--- config.mk ---
export PLATFORM = sky130hd
export DESIGN_NAME = clock_field_editor_flat
export DESIGN_NICKNAME = d
export VERILOG_FILES = /design/src/sv/clkfe_pkg.sv /design/src/sv/clkfe_if.sv /design/src/sv/clock_field_editor.sv /design/src/sv/clkfe_in_stage.sv /design/src/sv/clkfe_core.sv /design/src/flat_wrapper.sv
export SDC_FILE = /design/constraint.sdc
export NUM_CORES = 1
export LEC_CHECK = 0
export BUFFER_PORTS_ARGS = -buffer_cell sky130_fd_sc_hd__buf_4
export CAP_MARGIN = 20
export CORE_MARGIN = 3
export CORE_UTILIZATION = 59
export CTS_CLUSTER_DIAMETER = 80
export DETAILED_ROUTE_END_ITERATION = 10
export PLACE_DENSITY = 0.81
export SLEW_MARGIN = 30
export SYNTH_ARGS = -nofsm -noshare
export SYNTH_HDL_FRONTEND = slang
export SYNTH_HIERARCHICAL = 1
export SYNTH_SLANG_ARGS = --single-unit
--- constraint.sdc ---
create_clock -name i_clk -period 5.2 [get_ports i_clk]
set_input_delay 1.04 -clock i_clk [delete_from_list [all_inputs] [get_ports i_clk]]
set_output_delay 1.04 -clock i_clk [all_outputs]
set_load 0.01 [all_outputs]
--- src/sv/clkfe_pkg.sv ---
// ----------------------------------------------------------------------------
// Clock field editor package
// Shared types, field limits, cursor positions, a month length helper and a wrap step helper.
// ----------------------------------------------------------------------------
`default_nettype none

package clkfe_pkg;

    typedef enum logic [1:0] {
        REQ_STEP   = 2'd0,
        REQ_BUTTON = 2'd1,
        REQ_LOAD   = 2'd2
    } t_req_kind;

    localparam logic [3:0] POS_HOUR    = 4'd0;
    localparam logic [3:0] POS_MINUTE  = 4'd1;
    localparam logic [3:0] POS_SECOND  = 4'd2;
    localparam logic [3:0] POS_DAY     = 4'd3;
    localparam logic [3:0] POS_MONTH   = 4'd4;
    localparam logic [3:0] POS_YEAR    = 4'd5;
    localparam logic [3:0] POS_WEEKDAY = 4'd6;
    localparam logic [3:0] POS_CONFIRM = 4'd7;
    localparam logic [3:0] POS_RUN     = 4'd8;

    localparam logic [6:0] HOUR_MAX    = 7'd23;
    localparam logic [6:0] MINUTE_MAX  = 7'd59;
    localparam logic [6:0] SECOND_MAX  = 7'd59;
    localparam logic [6:0] MONTH_MAX   = 7'd12;
    localparam logic [6:0] YEAR_MAX    = 7'd99;
    localparam logic [6:0] WEEKDAY_MAX = 7'd6;
    localparam logic [4:0] LONG_MONTH  = 5'd31;
    localparam logic [4:0] LEAP_FEB    = 5'd29;

    localparam logic [4:0] MONTH_DAYS [12] = '{
        5'd31, 5'd28, 5'd31, 5'd30, 5'd31, 5'd30,
        5'd31, 5'd31, 5'd30, 5'd31, 5'd30, 5'd31
    };

    typedef struct packed {
        logic [1:0] req_type;
        logic       direction_up;
        logic [4:0] load_hour;
        logic [5:0] load_minute;
        logic [5:0] load_second;
        logic [4:0] load_day;
        logic [3:0] load_month;
        logic [6:0] load_year;
        logic [2:0] load_weekday;
    } t_req;

    typedef struct packed {
        logic [4:0] cur_hour;
        logic [5:0] cur_minute;
        logic [5:0] cur_second;
        logic [4:0] cur_day;
        logic [3:0] cur_month;
        logic [6:0] cur_year;
        logic [2:0] cur_weekday;
        logic       confirm_flag;
        logic [3:0] cursor_pos;
        logic       commit_pulse;
    } t_rsp;

    function automatic logic [4:0] month_len(input logic [3:0] month, input logic [6:0] year);
        logic [4:0] len;
        if (month < 4'd1 || month > 4'd12) begin
            len = LONG_MONTH;
        end else if (month == 4'd2 && year[1:0] == 2'b00) begin
            len = LEAP_FEB;
        end else begin
            len = MONTH_DAYS[month - 4'd1];
        end
        return len;
    endfunction

    function automatic logic [6:0] wrap_step(input logic [6:0] v, input logic [6:0] lo,
                                             input logic [6:0] hi, input logic up);
        logic [6:0] res;
        if (up) begin
            res = (v < hi) ? v + 7'd1 : lo;
        end else begin
            res = (v > lo) ? v - 7'd1 : hi;
        end
        return res;
    endfunction

endpackage

`default_nettype wire

--- src/sv/clkfe_if.sv ---
// ----------------------------------------------------------------------------
// Clock field editor channels
// Valid and ready channels for request words and result words.
// ----------------------------------------------------------------------------
`default_nettype none

interface clkfe_req_if;
    import clkfe_pkg::*;

    logic valid;
    logic ready;
    t_req data;

    modport source (output valid, output data, input ready);
    modport sink (input valid, input data, output ready);
endinterface

interface clkfe_rsp_if;
    import clkfe_pkg::*;

    logic valid;
    logic ready;
    t_rsp data;

    modport source (output valid, output data, input ready);
    modport sink (input valid, input data, output ready);
endinterface

`default_nettype wire

--- src/sv/clock_field_editor.sv ---
// A request word waits in the input register; the update stage registers its result word.
// Throughput: one request word per cycle while no result word is stalled.
// A stalled result word holds the update stage, and the input register takes one more word.
// Reset: synchronous, active low; hour, minute, second, year and weekday clear to zero,
// day and month become 1, the confirm flag clears and the cursor sits at the run position.
// ----------------------------------------------------------------------------
// Clock field editor
// Date and time setting editor for an encoder and a select button.
// ----------------------------------------------------------------------------
`default_nettype none

module clock_field_editor (
    input  wire logic   i_clk,
    input  wire logic   i_rst_n,
    clkfe_req_if.sink   i_req,
    clkfe_rsp_if.source o_rsp
);
    import clkfe_pkg::*;

    logic stage_valid;
    t_req stage_data;
    logic stage_take;

    clkfe_in_stage u_in_stage (
        .i_clk   (i_clk),
        .i_rst_n (i_rst_n),
        .i_req   (i_req),
        .i_take  (stage_take),
        .o_valid (stage_valid),
        .o_data  (stage_data)
    );

    clkfe_core u_core (
        .i_clk   (i_clk),
        .i_rst_n (i_rst_n),
        .i_valid (stage_valid),
        .i_data  (stage_data),
        .o_take  (stage_take),
        .o_rsp   (o_rsp)
    );

endmodule

`default_nettype wire

--- src/sv/clkfe_in_stage.sv ---
// ----------------------------------------------------------------------------
// Clock field editor input register
// Captures one request word and holds it until the update stage takes it.
// ----------------------------------------------------------------------------
`default_nettype none

module clkfe_in_stage (
    input  wire logic          i_clk,
    input  wire logic          i_rst_n,
    clkfe_req_if.sink          i_req,
    input  wire logic          i_take,
    output logic               o_valid,
    output clkfe_pkg::t_req    o_data
);
    import clkfe_pkg::*;

    logic r_valid;
    t_req r_data;

    assign i_req.ready = !r_valid || i_take;
    assign o_valid     = r_valid;
    assign o_data      = r_data;

    always_ff @(posedge i_clk) begin
        if (!i_rst_n) begin
            r_valid <= 1'b0;
        end else if (i_req.ready) begin
            r_valid <= i_req.valid;
        end
    end

    always_ff @(posedge i_clk) begin
        if (i_req.valid && i_req.ready) begin
            r_data <= i_req.data;
        end
    end

endmodule

`default_nettype wire

--- src/sv/clkfe_core.sv ---
// ----------------------------------------------------------------------------
// Clock field editor update stage
// Holds the time fields, confirm flag and cursor; while no result word is
// stalled, applies one request word per cycle and registers the result word.
// ----------------------------------------------------------------------------
`default_nettype none

module clkfe_core (
    input  wire logic          i_clk,
    input  wire logic          i_rst_n,
    input  wire logic          i_valid,
    input  wire clkfe_pkg::t_req i_data,
    output logic               o_take,
    clkfe_rsp_if.source        o_rsp
);
    import clkfe_pkg::*;

    logic [4:0] r_hour, n_hour;
    logic [5:0] r_minute, n_minute;
    logic [5:0] r_second, n_second;
    logic [4:0] r_day, n_day;
    logic [3:0] r_month, n_month;
    logic [6:0] r_year, n_year;
    logic [2:0] r_weekday, n_weekday;
    logic       r_confirm, n_confirm;
    logic [3:0] r_cursor, n_cursor;
    logic       n_commit;
    logic       r_out_valid;
    t_rsp       r_out;
    logic [4:0] day_max;
    logic [4:0] clamp_max;
    logic       advance;

    assign advance     = i_valid && (!r_out_valid || o_rsp.ready);
    assign o_take      = advance;
    assign o_rsp.valid = r_out_valid;
    assign o_rsp.data  = r_out;
    assign day_max     = month_len(r_month, r_year);

    always_comb begin
        n_hour    = r_hour;
        n_minute  = r_minute;
        n_second  = r_second;
        n_day     = r_day;
        n_month   = r_month;
        n_year    = r_year;
        n_weekday = r_weekday;
        n_confirm = r_confirm;
        n_cursor  = r_cursor;
        n_commit  = 1'b0;
        clamp_max = LONG_MONTH;
        case (i_data.req_type)
            REQ_STEP: begin
                case (r_cursor)
                    POS_HOUR: n_hour = 5'(wrap_step(7'(r_hour), 7'd0, HOUR_MAX,
                                                    i_data.direction_up));
                    POS_MINUTE: n_minute = 6'(wrap_step(7'(r_minute), 7'd0, MINUTE_MAX,
                                                        i_data.direction_up));
                    POS_SECOND: n_second = 6'(wrap_step(7'(r_second), 7'd0, SECOND_MAX,
                                                        i_data.direction_up));
                    POS_DAY: n_day = 5'(wrap_step(7'(r_day), 7'd1, 7'(day_max),
                                                  i_data.direction_up));
                    POS_MONTH: n_month = 4'(wrap_step(7'(r_month), 7'd1, MONTH_MAX,
                                                      i_data.direction_up));
                    POS_YEAR: n_year = wrap_step(r_year, 7'd0, YEAR_MAX,
                                                 i_data.direction_up);
                    POS_WEEKDAY: n_weekday = 3'(wrap_step(7'(r_weekday), 7'd0, WEEKDAY_MAX,
                                                          i_data.direction_up));
                    POS_CONFIRM: n_confirm = i_data.direction_up;
                    default: begin
                    end
                endcase
                clamp_max = month_len(n_month, n_year);
                if (n_day > clamp_max) begin
                    n_day = clamp_max;
                end
            end
            REQ_BUTTON: begin
                n_commit = (r_cursor == POS_CONFIRM) && r_confirm;
                n_cursor = (r_cursor >= POS_RUN) ? POS_HOUR : r_cursor + 4'd1;
            end
            REQ_LOAD: begin
                if (r_cursor == POS_RUN) begin
                    n_hour    = i_data.load_hour;
                    n_minute  = i_data.load_minute;
                    n_second  = i_data.load_second;
                    n_day     = i_data.load_day;
                    n_month   = i_data.load_month;
                    n_year    = i_data.load_year;
                    n_weekday = i_data.load_weekday;
                end
            end
            default: begin
            end
        endcase
    end

    always_ff @(posedge i_clk) begin
        if (!i_rst_n) begin
            r_hour      <= 5'd0;
            r_minute    <= 6'd0;
            r_second    <= 6'd0;
            r_day       <= 5'd1;
            r_month     <= 4'd1;
            r_year      <= 7'd0;
            r_weekday   <= 3'd0;
            r_confirm   <= 1'b0;
            r_cursor    <= POS_RUN;
            r_out_valid <= 1'b0;
        end else begin
            if (advance) begin
                r_hour    <= n_hour;
                r_minute  <= n_minute;
                r_second  <= n_second;
                r_day     <= n_day;
                r_month   <= n_month;
                r_year    <= n_year;
                r_weekday <= n_weekday;
                r_confirm <= n_confirm;
                r_cursor  <= n_cursor;
            end
            if (advance) begin
                r_out_valid <= 1'b1;
            end else if (o_rsp.ready) begin
                r_out_valid <= 1'b0;
            end
        end
    end

    always_ff @(posedge i_clk) begin
        if (advance) begin
            r_out.cur_hour     <= n_hour;
            r_out.cur_minute   <= n_minute;
            r_out.cur_second   <= n_second;
            r_out.cur_day      <= n_day;
            r_out.cur_month    <= n_month;
            r_out.cur_year     <= n_year;
            r_out.cur_weekday  <= n_weekday;
            r_out.confirm_flag <= n_confirm;
            r_out.cursor_pos   <= n_cursor;
            r_out.commit_pulse <= n_commit;
        end
    end

`ifndef SYNTHESIS
    a_cursor_range: assert property (@(posedge i_clk) disable iff (!i_rst_n)
        r_cursor <= POS_RUN)
        else $error("cursor left its range");

    a_commit_at_run: assert property (@(posedge i_clk) disable iff (!i_rst_n)
        r_out_valid && r_out.commit_pulse |-> r_out.cursor_pos == POS_RUN)
        else $error("commit without return to run position");

    a_button_advances: assert property (@(posedge i_clk) disable iff (!i_rst_n)
        advance && i_data.req_type == REQ_BUTTON && r_cursor != POS_RUN
        |=> r_cursor == $past(r_cursor) + 4'd1)
        else $error("button press did not advance the cursor");

    a_result_tracks_state: assert property (@(posedge i_clk) disable iff (!i_rst_n)
        advance |=> r_out.cursor_pos == r_cursor && r_out.cur_day == r_day)
        else $error("result word does not match the stored state");
`endif

endmodule

`default_nettype wire
--- src/flat_wrapper.sv ---
// flat-port wrapper written by rule: the top's interface ports become plain ports
module clock_field_editor_flat import clkfe_pkg::*;
  (i_clk, i_rst_n, i_req_valid, i_req_data, i_req_ready, o_rsp_valid, o_rsp_data, o_rsp_ready);
  clkfe_req_if i_req_i ();
  clkfe_rsp_if o_rsp_i ();
  input  wire logic i_clk;
  input  wire logic i_rst_n;
  input wire logic [$bits(i_req_i.valid)-1:0] i_req_valid;
  input wire logic [$bits(i_req_i.data)-1:0] i_req_data;
  output wire logic [$bits(i_req_i.ready)-1:0] i_req_ready;
  output wire logic [$bits(o_rsp_i.valid)-1:0] o_rsp_valid;
  output wire logic [$bits(o_rsp_i.data)-1:0] o_rsp_data;
  input wire logic [$bits(o_rsp_i.ready)-1:0] o_rsp_ready;
  assign i_req_i.valid = i_req_valid;
  assign i_req_i.data = i_req_data;
  assign i_req_ready = i_req_i.ready;
  assign o_rsp_valid = o_rsp_i.valid;
  assign o_rsp_data = o_rsp_i.data;
  assign o_rsp_i.ready = o_rsp_ready;
  clock_field_editor u_core (.i_clk(i_clk), .i_rst_n(i_rst_n), .i_req(i_req_i), .o_rsp(o_rsp_i));
endmodule
; ---- Word level (Yosys, flattened, before mapping)
; Memories as Yosys holds them, arrays and structs flattened.
; Cells that the tools add are included.
[totals]
register_bits = 124
rom_bits = 160
in_bits = 43
output_inout_bits = 44
wordCells = 162
mem_count = 2
[op_classes]
n_addsub = 17
n_lt_le_gt_ge = 22
n_eq_ne = 12
n_mux = 61
n_bitwise = 2
n_reduce_logical = 16
[mem_list]
columns = memory, depth, word_bits, rd, rd_clocked_by_memory_dff, write_ports, line
row1 = (name not given), 16, 5, 1, 0, 0, clkfe_pkg.sv:71  ; len = MONTH_DAYS[month - 4'd1];
row2 = (name not given), 16, 5, 1, 0, 0, clkfe_pkg.sv:71
[ops]
columns = op, count
row1 = 5-bit two-way mux, 21
row2 = 6-bit two-way mux, 10
row3 = 7-bit two-way mux, 6
row4 = 4-bit two-way mux, 8
row5 = 6-bit case mux with 2 select lines, 2
row6 = 5-bit case mux with 2 select lines, 2
row7 = 4-bit by 2-bit == test with 1-bit output (second input constant), 4
row8 = 4-bit by 3-bit == test with 1-bit output (second input constant), 4
row9 = 3-bit two-way mux, 5
row10 = 7-bit case mux with 2 select lines, 1
row11 = 6-bit by 1-bit adder with 6-bit output (second input constant), 2
row12 = 6-bit by 1-bit greater-than comparator with 1-bit output (second input constant), 2
row13 = 6-bit less-than comparator (second input constant), 2
row14 = 4-bit by 1-bit subtractor with 4-bit output (second input constant), 3
row15 = 6-bit by 1-bit subtractor with 6-bit output (second input constant), 2
row16 = 5-bit by 1-bit adder with 5-bit output (second input constant), 2
row17 = 5-bit >= comparator (second input constant), 2
row18 = 5-bit by 1-bit greater-than comparator with 1-bit output (second input constant), 2
row19 = 4-bit inverter with 5-bit output, 2
row20 = 5-bit by 1-bit subtractor with 5-bit output (second input constant), 2
row21 = 4-bit by 1-bit adder with 4-bit output (second input constant), 2
row22 = 4-bit greater-than comparator (second input constant), 2
row23 = 4-bit by 1-bit less-than comparator with 1-bit output (second input constant), 2
row24 = 4-bit case mux with 2 select lines, 1
row25 = 26 further kinds, 39

; ---- Logic depth before layout (Yosys ltp)
; Gate-level depths: netlist (run 1).
[logic_depth]
word_depth = 16
depth_mapped = 21
depth_no_buf = 19

; ---- Hierarchy
; Netlist (run 1), hierarchy kept.
[by_module_without_submodules]
columns = mod, n_inst, cells_per_inst, area_each_um2, seq_area_each_um2
row1 = clkfe_core, 1, 788, 6180.9, 2102.0
row2 = clkfe_in_stage, 1, 44, 1228.7, 1191.1

; ---- Least setup slack after synthesis (run 1)
; No wires, ideal clock.
[synth_timing]
kind = input-to-output
startpoint = input o_rsp_ready
endpoint = output i_req_ready
arrival_ps = 3492
t_required_ps = 4160
setup_slack_ps = 668
cell_stages = 6
path_buffers = 2
cell_sequence = nand2b_1 > nand2_1 > clkinv_1 > clkbuf_1 > clkbuf_1 > nand2b_4
[synth_between]
elab_chain_len = 3
[synth_lines]
columns = item, line
row1 = from (decl), flat_wrapper.sv:13  ; input wire logic [$bits(o_rsp_i.ready)-1:0] o_rsp_ready;
row2 = 1-bit logical OR, clkfe_core.sv:34  ; assign advance = i_valid && (!r_out_valid || o_rsp.ready);
row3 = 1-bit logical AND, clkfe_core.sv:34
row4 = net u_core.stage_take, clock_field_editor.sv:22  ; logic stage_take;
row5 = 1-bit logical OR, clkfe_in_stage.sv:20  ; assign i_req.ready = !r_valid || i_take;
row6 = to (decl), flat_wrapper.sv:10  ; output wire logic [$bits(i_req_i.ready)-1:0] i_req_ready;
; The timed path passes the listed nets, and every way through them passes these cells.

; ---- Final worst setup path (run 1)
[layout_timing]
startpoint = register u_core.u_core.r_year[1]
endpoint = register u_core.u_core.r_out, in the netlist u_core/u_core/o_rsp.data[20], data pin
[layout_between]
elab_chain_len = 13
word_cells_on_any_way = 27
cone_classes = add/sub: 2 / order compare: 4 / mux: 17 / reduce/logical: 4
[layout_lines]
columns = item, line
row1 = from (decl), clkfe_core.sv:23  ; logic [6:0] r_year, n_year;
row2 = from (signal assigned), clkfe_core.sv:117  ; r_year <= n_year;
row3 = "7-bit by 1-bit subtractor with 7-bit output, or another cell as far along", clkfe_pkg.sv:82  ; res = (v > lo) ? v - 7'd1 : hi;
row4 = "7-bit two-way mux, on equally long branches", "clkfe_pkg.sv:82, clkfe_pkg.sv:80"
row5 = 7-bit two-way mux, clkfe_pkg.sv:79  ; if (up) begin
row6 = 7-bit two-way mux, clkfe_core.sv:54  ; case (r_cursor)
row7 = 7-bit two-way mux, clkfe_core.sv:52  ; case (i_data.req_type)
row8 = 2-bit zero test, clkfe_pkg.sv:68  ; end else if (month == 4'd2 && year[1:0] == 2'b00) begin
row9 = 1-bit logical AND, clkfe_pkg.sv:68
row10 = 5-bit two-way mux, clkfe_pkg.sv:68
row11 = 5-bit two-way mux, clkfe_pkg.sv:66  ; if (month < 4'd1 || month > 4'd12) begin
row12 = 5-bit two-way mux, clkfe_core.sv:52
row13 = 5-bit greater-than comparator, clkfe_core.sv:74  ; if (n_day > clamp_max) begin
row14 = 5-bit two-way mux *, clkfe_core.sv:74
row15 = 5-bit case mux with 2 select lines *, clkfe_core.sv:52
row16 = net u_core.u_core.n_day[0], clkfe_core.sv:21  ; logic [4:0] r_day, n_day;
row17 = to (decl), clkfe_core.sv:29  ; t_rsp r_out;
; Mark *: on every way through the listed nets, which the timed path passes. The rest lies on a longest branch. The select of a mux whose other input is x is not followed.
; A chain may end at the register's enable or synchronous reset.

==> flow_summary.json, run 1 <==
{
  "tns_ns": 0,
  "timing.critical_path.mode_cell": "ha_1",
  "core-area_um2": 12160,
  "end_kind": "flop",
  "pre_cts_ws_ns": 0.9644,
  "max_freq_mhz": 231.2,
  "avgViaCountPerCell": 6.468,
  "syn_to_final_growth_pct": 16.19,
  "hpwl_mm": 13.36,
  "cp-start-kind": "flop",
  "syn-num-nets": 900,
  "run_status": "finished clean",
  "hp-class": "reg2reg",
  "clock-skew-final_ns": 0.01097,
  "combPwrFrac_pct": 16.9,
  "swShare_pct": 27.43,
  "critical_path_class": "reg2reg",
  "maxCapViolCount": 0,
  "synth_top_family_by_area": "compound AO/OA/AOI/OAI gates",
  "synth.area.mux_share_pct": 0.8274,
  "gp_congestion": 0.9865,
  "drc": 0,
  "io_pins": 87,
  "yosysTopAreaCell": "edfxtp_1",
  "synth_area_per_cell_um2": 8.906,
  "critPathRequiredTime_ns": 5.35,
  "wirelength_mm": 20.38,
  "grt_pass1_wl_mm": 32.41,
  "worst_pin_slew_ns": 0.9595,
  "rows": 40,
  "die_w_um": 118.1,
  "fin_ws_ns": 0.8754,
  "htreeDepth": 4,
  "grtUsageTotal_pct": 28.80,
  "ys_ff_latch": 124,
  "ant_nets": 0,
  "ff2ff_setup_slack_ns": 0.88,
  "leakage_nw": 3.256,
  "ys_top_cells_by_area": "edfxtp_1 (33%), dfxtp_1 (12%), a21oi_1 (5.1%)",
  "vdd_drop_max_v": 0.0003239,
  "synth_compound_area_share_pct": 25.36,
  "arrival_ns": 4.47,
  "grt-ovfl-total": 0,
  "setup_viol": 0,
  "fin_cells": 1058,
  "slew-limit-headroom_pct": 36.03,
  "initial_utilization_pct": 60.93,
  "dp_cells": 1027,
  "slew_viol_final": 0,
  "ys_types": 81,
  "rsz0062_at_grt": "false",
  "critical_path.cell_chain": "inv_1 > ha_1 > or4_1 > a31o_1 > ha_1 > o2111ai_1 > inv_1 > nand3_1 > o211ai_1 > a31oi_1 > ha_1 > a21oi_1 > o21ai_0 > a21oi_2 > a31oi_1 > a41oi_1 > o21ai_1",
  "port_buffers": 86,
  "ys.flop_type": "edfxtp_1",
  "layout_min_cycle_time_ns": 4.325,
  "antenna_found_initial": 0,
  "cts_tree": "done",
  "synthCells": 832,
  "switching_power_w": 0.0007646,
  "root_buffer": "clkbuf_16",
  "synthArstFlopShare_pct": 0,
  "cts_setup_buffers": 0,
  "crit_fanout": 11,
  "yosys_warnings": 6,
  "intPower_w": 0.002023,
  "hold_buffers": 0,
  "nets": 946,
  "die_y_um": 118.1,
  "synth_fa_ha_area_share_pct": 4.222,
  "cp_slowest_cell": "dfxtp_1",
  "place_area_um2": 8058,
  "fin_area_um2": 8610,
  "grt_max_degree": 68,
  "fin_crit_sh_pct": 83.17,
  "grt_pass1_vias": 6334,
  "dr.pass1.iters": 6,
  "power.total_w": 0.002787,
  "clkSlewWorstSetupHoldPaths_ns": 0.06,
  "vias": 6843,
  "clockBufferDepth": 2,
  "multi_input_area_um2": 3716,
  "fill_cells": 915,
  "synth-seq-area-share_pct": 44.44,
  "clockPowerShare_pct": 40.2,
  "regArea_um2": 3293,
  "cts.sinks": 124,
  "numCtsBuffers": 17,
  "hold_violations": 0,
  "post_cts_resized": 0,
  "seqPwrFrac_pct": 42.9,
  "clock_latency_ns": 0.42,
  "num_antenna_cells": 0,
  "dieArea_um2": 13940,
  "avgRoutedWirePerCell_um": 19.26,
  "syn_area_um2": 7410,
  "max_stage_delay_ns": 0.53,
  "synth_xor_area_share_pct": 0.3546,
  "synthSimpleGateAreaFrac_pct": 19.33,
  "drive_gt1_share_pct": 16.18,
  "power_density_nw_per_um2": 323.7,
  "initialDrtViolationCount": 1032,
  "synth_edf_count": 81,
  "yosysTopAreaCellShare_pct": 32.83
}
[power by group through the flow]
stage | registers (W) | logic (W) | clock network (W)
global placement | 0.00121 | 0.000446 | 0
detailed placement | 0.00121 | 0.000459 | 0
global route | 0.00120 | 0.000513 | 0.00118
finish | 0.00119 | 0.000471 | 0.00112
CTS | 0.00119 | 0.000462 | 0.00113
floorplan | 0.00119 | 0.000321 | 0
[cell usage after synthesis (all sizes together) (8+ instances only)]
cell and n:
inv 30, nor3b 9, a32oi 8, nor3 15, nand2b 9, a21oi 78
nand3 31, nor2b 17, edfxtp 81, o22ai 14, a21boi 9, clkbuf 48
o31ai 9, a22oi 9, buf 21, dfxtp 43, a211oi 11, nor2 84
ha 25, a31oi 17, nand2 68, o211ai 8, o21ai 64
[registers in the layout, summed over array words and instances, names as in the netlist]
signal                     flops
u_core/u_core/r_second         6
u_core/u_core/r_day            5
u_core/u_core/r_month          4
u_core/u_core/o_rsp.data      42
u_core/u_core/r_year           7
u_core/u_core/r_minute         6
u_core/u_core/r_weekday        3
u_core/u_core/r_cursor         4
u_core/u_in_stage/o_data      39
u_core/u_in_stage/o_valid      1
u_core/u_core/r_hour           5
u_core/u_core/o_rsp.valid      1
u_core/u_core/r_confirm        1
[routing by layer]
metal | up-vias | track usage (%) | part of all wire (%)
met1 | 3172 | 38.86 | 42
met5 | - | 0 | 0
li1 | 3207 | - | -
met4 | 0 | 13.11 | 3.0
met2 | 413 | 44.80 | 46
met3 | 51 | 5.863 | 9.5
[cell usage in the layout, fill, tap and decap left out, types with 17 or more instances in the layout]
cell type / count
dfxtp_1: 43
nand2_1: 68
o21ai_0: 47
clkbuf_16: 17
a21oi_1: 75
a31oi_1: 17
buf_4: 96
nand3_1: 30
edfxtp_1: 81
nor2_1: 83
inv_1: 29
ha_1: 25
nor2b_1: 17
[final cells by class]
type | count | share of cell area, %
clock buffers | 22 | 5.275
inverters | 31 | 1.366
multi-input cells | 608 | 43.16
clock inverters | 9 | 1.134
well taps | 168 | 2.442
repair buffers | 96 | 8.371
flip-flops and latches | 124 | 38.25
[logic make-up (layout without fill, tap and decap cells)]
family / Yosys count / after routing
multiplexers: 6 / 6
adder cells (fa/ha/maj): 25 / 25
AO/OA/AOI/OAI: 287 / 287
buffers and inverters: 100 / 158
XOR/XNOR: 3 / 3
AND/OR/NAND/NOR: 287 / 287
flip-flops: 124 / 124
[metrics by stage]
step / utilization, % / hold WS [ns]
after floorplan: - / 0.4810
after global placement: 66.26 / 0.4958
after detailed placement: 66.26 / 0.5055
after CTS: 70.79 / 0.5140
after global routing: 70.79 / 0.5514
final: 70.79 / 0.5153
[final timing paths]
check                                                          start                                endpoint  cells past startpoint
worst max-delay path            u_core/u_core/r_year[1]$_SDFFE_PN0P_  u_core/u_core/o_rsp.data[20]$_DFFE_PP_                     17
worst min-delay path            u_core/u_core/r_confirm$_SDFFE_PN0P_    u_core/u_core/r_confirm$_SDFFE_PN0P_                      2
worst max register to register  u_core/u_core/r_year[1]$_SDFFE_PN0P_  u_core/u_core/o_rsp.data[20]$_DFFE_PP_                     17
worst min register to register  u_core/u_core/r_confirm$_SDFFE_PN0P_    u_core/u_core/r_confirm$_SDFFE_PN0P_                      2
[worst max-delay path, delay by kind of cell, from the launching register on]
family / cells / cell delay (ns)
AO/OA/AOI/OAI: 10 / 1.77
AND/OR/NAND/NOR: 2 / 0.54
flip-flops: 1 / 0.53
adder cells (fa/ha/maj): 3 / 0.91
buffers and inverters: 2 / 0.31
No activity file was read; power rests on OpenSTA's default activity.
==> inputs of run 2 (changes only) <==
- clock period: 5.2 -> 4.29 ns (I/O delays scaled with it)
==> run 2 against run 1 <==
  * Final cell count rose by 0.66%
  * Combinational power rose by 23%
  * Sequential power rose by 22%
  * First-iteration DRC count fell by 3.8%
==> flow_summary.json, run 2 (synthesis gave the netlist of run 1 again) <==
{
  "die_w_um": 118.1,
  "nets": 952,
  "final_cell_mix": "buf_4 (101), nor2_1 (83), edfxtp_1 (81)",
  "critPathRequiredTime_ns": 4.45,
  "syn_to_final_growth_pct": 17.36,
  "num_antenna_cells": 0,
  "cts.sinks": 124,
  "layout_min_cycle_time_ns": 3.949,
  "swShare_pct": 28.33,
  "switching_power_w": 0.0009690,
  "arrival_ns": 4.10,
  "slew-limit-headroom_pct": 48.35,
  "vias": 6919,
  "slew_viol_final": 0,
  "power_density_nw_per_um2": 393.3,
  "rows": 40,
  "cp-start-kind": "flop",
  "largest_register_ffs": 42,
  "ant_nets": 0,
  "drive_gt1_share_pct": 17.39,
  "avgViaCountPerCell": 6.497,
  "grt_pass1_wl_mm": 33.61,
  "cts_tree": "done",
  "worst_pin_slew_ns": 0.7739,
  "crit_buf_inv": 2,
  "critPathTopFamily": "compound AO/OA/AOI/OAI gates",
  "grt_pass1_vias": 6357,
  "fill_cells": 887,
  "end_kind": "flop",
  "maxCapViolCount": 0,
  "max_freq_mhz": 253.2,
  "numCtsBuffers": 17,
  "max_stage_delay_ns": 0.51,
  "wirelength_mm": 21.03,
  "htreeDepth": 4,
  "grtUsageTotal_pct": 30.21,
  "grt-ovfl-total": 0,
  "leakage_nw": 3.290,
  "io_pins": 87,
  "clkSlewWorstSetupHoldPaths_ns": 0.06,
  "hpwl_mm": 13.60,
  "port_buffers": 86,
  "vdd_drop_max_v": 0.0002995,
  "run_status": "finished clean",
  "setup_viol": 0,
  "clock-skew-final_ns": 0.009218,
  "combPwrFrac_pct": 16.9,
  "root_buffer": "clkbuf_16",
  "hold_violations": 0,
  "clockBufferDepth": 2,
  "gp_congestion": 0.9630,
  "clock_latency_ns": 0.43,
  "fin_crit_sh_pct": 92.05,
  "drc": 0,
  "postLayoutCoreUtil_pct": 71.50,
  "clockPowerShare_pct": 40.7,
  "intPower_w": 0.002451,
  "rsz0062_at_grt": "false",
  "initialDrtViolationCount": 993,
  "crit_fanout": 11,
  "dieArea_um2": 13940,
  "critical_path.cell_chain": "inv_1 > ha_1 > and4b_1 > a31o_1 > ha_1 > o2111ai_2 > a32oi_1 > a31o_1 > inv_1 > ha_1 > a21oi_1 > a21oi_1 > o21ai_0 > a21oi_2 > a31oi_1 > a41oi_1 > o21ai_1",
  "seqPwrFrac_pct": 42.5,
  "die_y_um": 118.1,
  "grt_max_degree": 94,
  "layout_commonest_cell": "buf_4",
  "cp_slowest_cell": "dfxtp_1",
  "tns_ns": 0,
  "hp-class": "reg2reg",
  "dr.pass1.iters": 7,
  "initial_utilization_pct": 60.93,
  "critical_path_class": "reg2reg",
  "core-area_um2": 12160,
  "antenna_found_initial": 0,
  "timing.critical_path.mode_cell": "ha_1",
  "avgRoutedWirePerCell_um": 19.75
}
-- run 2: cell count changes in the layout (fill, tap and decap cells not counted), sizes merged --
| cell | before | now |
|---|---|---|
| buf | 96 | 102 |
| clkbuf | 22 | 18 |
| clkinv | 7 | 9 |
| clkinvlp | 1 | 3 |
| inv | 30 | 31 |
-- run 2: tightest hold or removal path, cell delays in order (launching register included) --
cell      delay (ns)
dfxtp_1         0.34
inv_1           0.06
a21boi_0        0.06
-- run 2: area by class of cell --
class | count | area, µm² | share of cell area (%)
tap | 168 | 210.2 | 2.417
sequential | 124 | 3296 | 37.90
timing repair buffer | 102 | 778.2 | 8.950
inverter | 31 | 117.6 | 1.353
clock buffer | 18 | 429.2 | 4.935
clock inverter | 14 | 146.4 | 1.683
multi-input combinational | 608 | 3719 | 42.76
-- run 2: power by group through the flow --
stage          registers, W  clock network [W]  logic, W
6_report            0.00145            0.00139  0.000577
5_1_grt             0.00146            0.00146  0.000631
4_1_cts             0.00145            0.00141  0.000567
3_5_place_dp        0.00147                  0  0.000562
3_3_place_gp        0.00147                  0  0.000550
2_1_floorplan       0.00144                  0  0.000389
-- run 2: layer usage --
| layer | vias up | wire [µm] | global-route usage (%) |
|---|---|---|---|
| met1 | 3205 | 8790 | 42.06 |
| met4 | 0 | 716 | 12.82 |
| li1 | 3216 | - | - |
| met5 | - | 0 | 0 |
| met3 | 79 | 1903 | 4.805 |
| met2 | 419 | 9618 | 46.98 |
-- run 2: through the flow --
| step | std cells | instance area, µm² | hold WS, ns | total power [W] | setup WS, ns |
|---|---|---|---|---|---|
| detailed placement | 1033 | 8112 | 0.5124 | 0.002034 | 0.2600 |
| finish | 1065 | 8696 | 0.5110 | 0.003420 | 0.3410 |
| floorplan | 832 | 7410 | 0.4810 | 0.001831 | 0.1220 |
| global placement | 1033 | 8112 | 0.4941 | 0.002019 | 0.3866 |
| global route | 1065 | 8696 | 0.5357 | 0.003549 | 0.0008336 |
| CTS | 1065 | 8687 | 0.5150 | 0.003421 | 0.2312 |
-- run 2: what timing repair did --
action                     in CTS  in global routing
buffers inserted                0                  0
hold buffers                    0                  0
setup endpoints to repair       0                  4
gates resized for setup         0                  3
-- run 2: final timing paths --
kind | from | to | slack [ns] | depth (start not counted)
setup / recovery | u_core/u_core/r_month[1]$_SDFFE_PN0P_ | u_core/u_core/o_rsp.data[20]$_DFFE_PP_ | 0.34 | 17
hold / removal | u_core/u_in_stage/o_valid$_SDFFE_PN0P_ | u_core/u_core/o_rsp.valid$_SDFFE_PN0P_ | 0.51 | 2
setup reg to reg | u_core/u_core/r_month[1]$_SDFFE_PN0P_ | u_core/u_core/o_rsp.data[20]$_DFFE_PP_ | 0.34 | 17
hold reg to reg | u_core/u_in_stage/o_valid$_SDFFE_PN0P_ | u_core/u_core/o_rsp.valid$_SDFFE_PN0P_ | 0.51 | 2
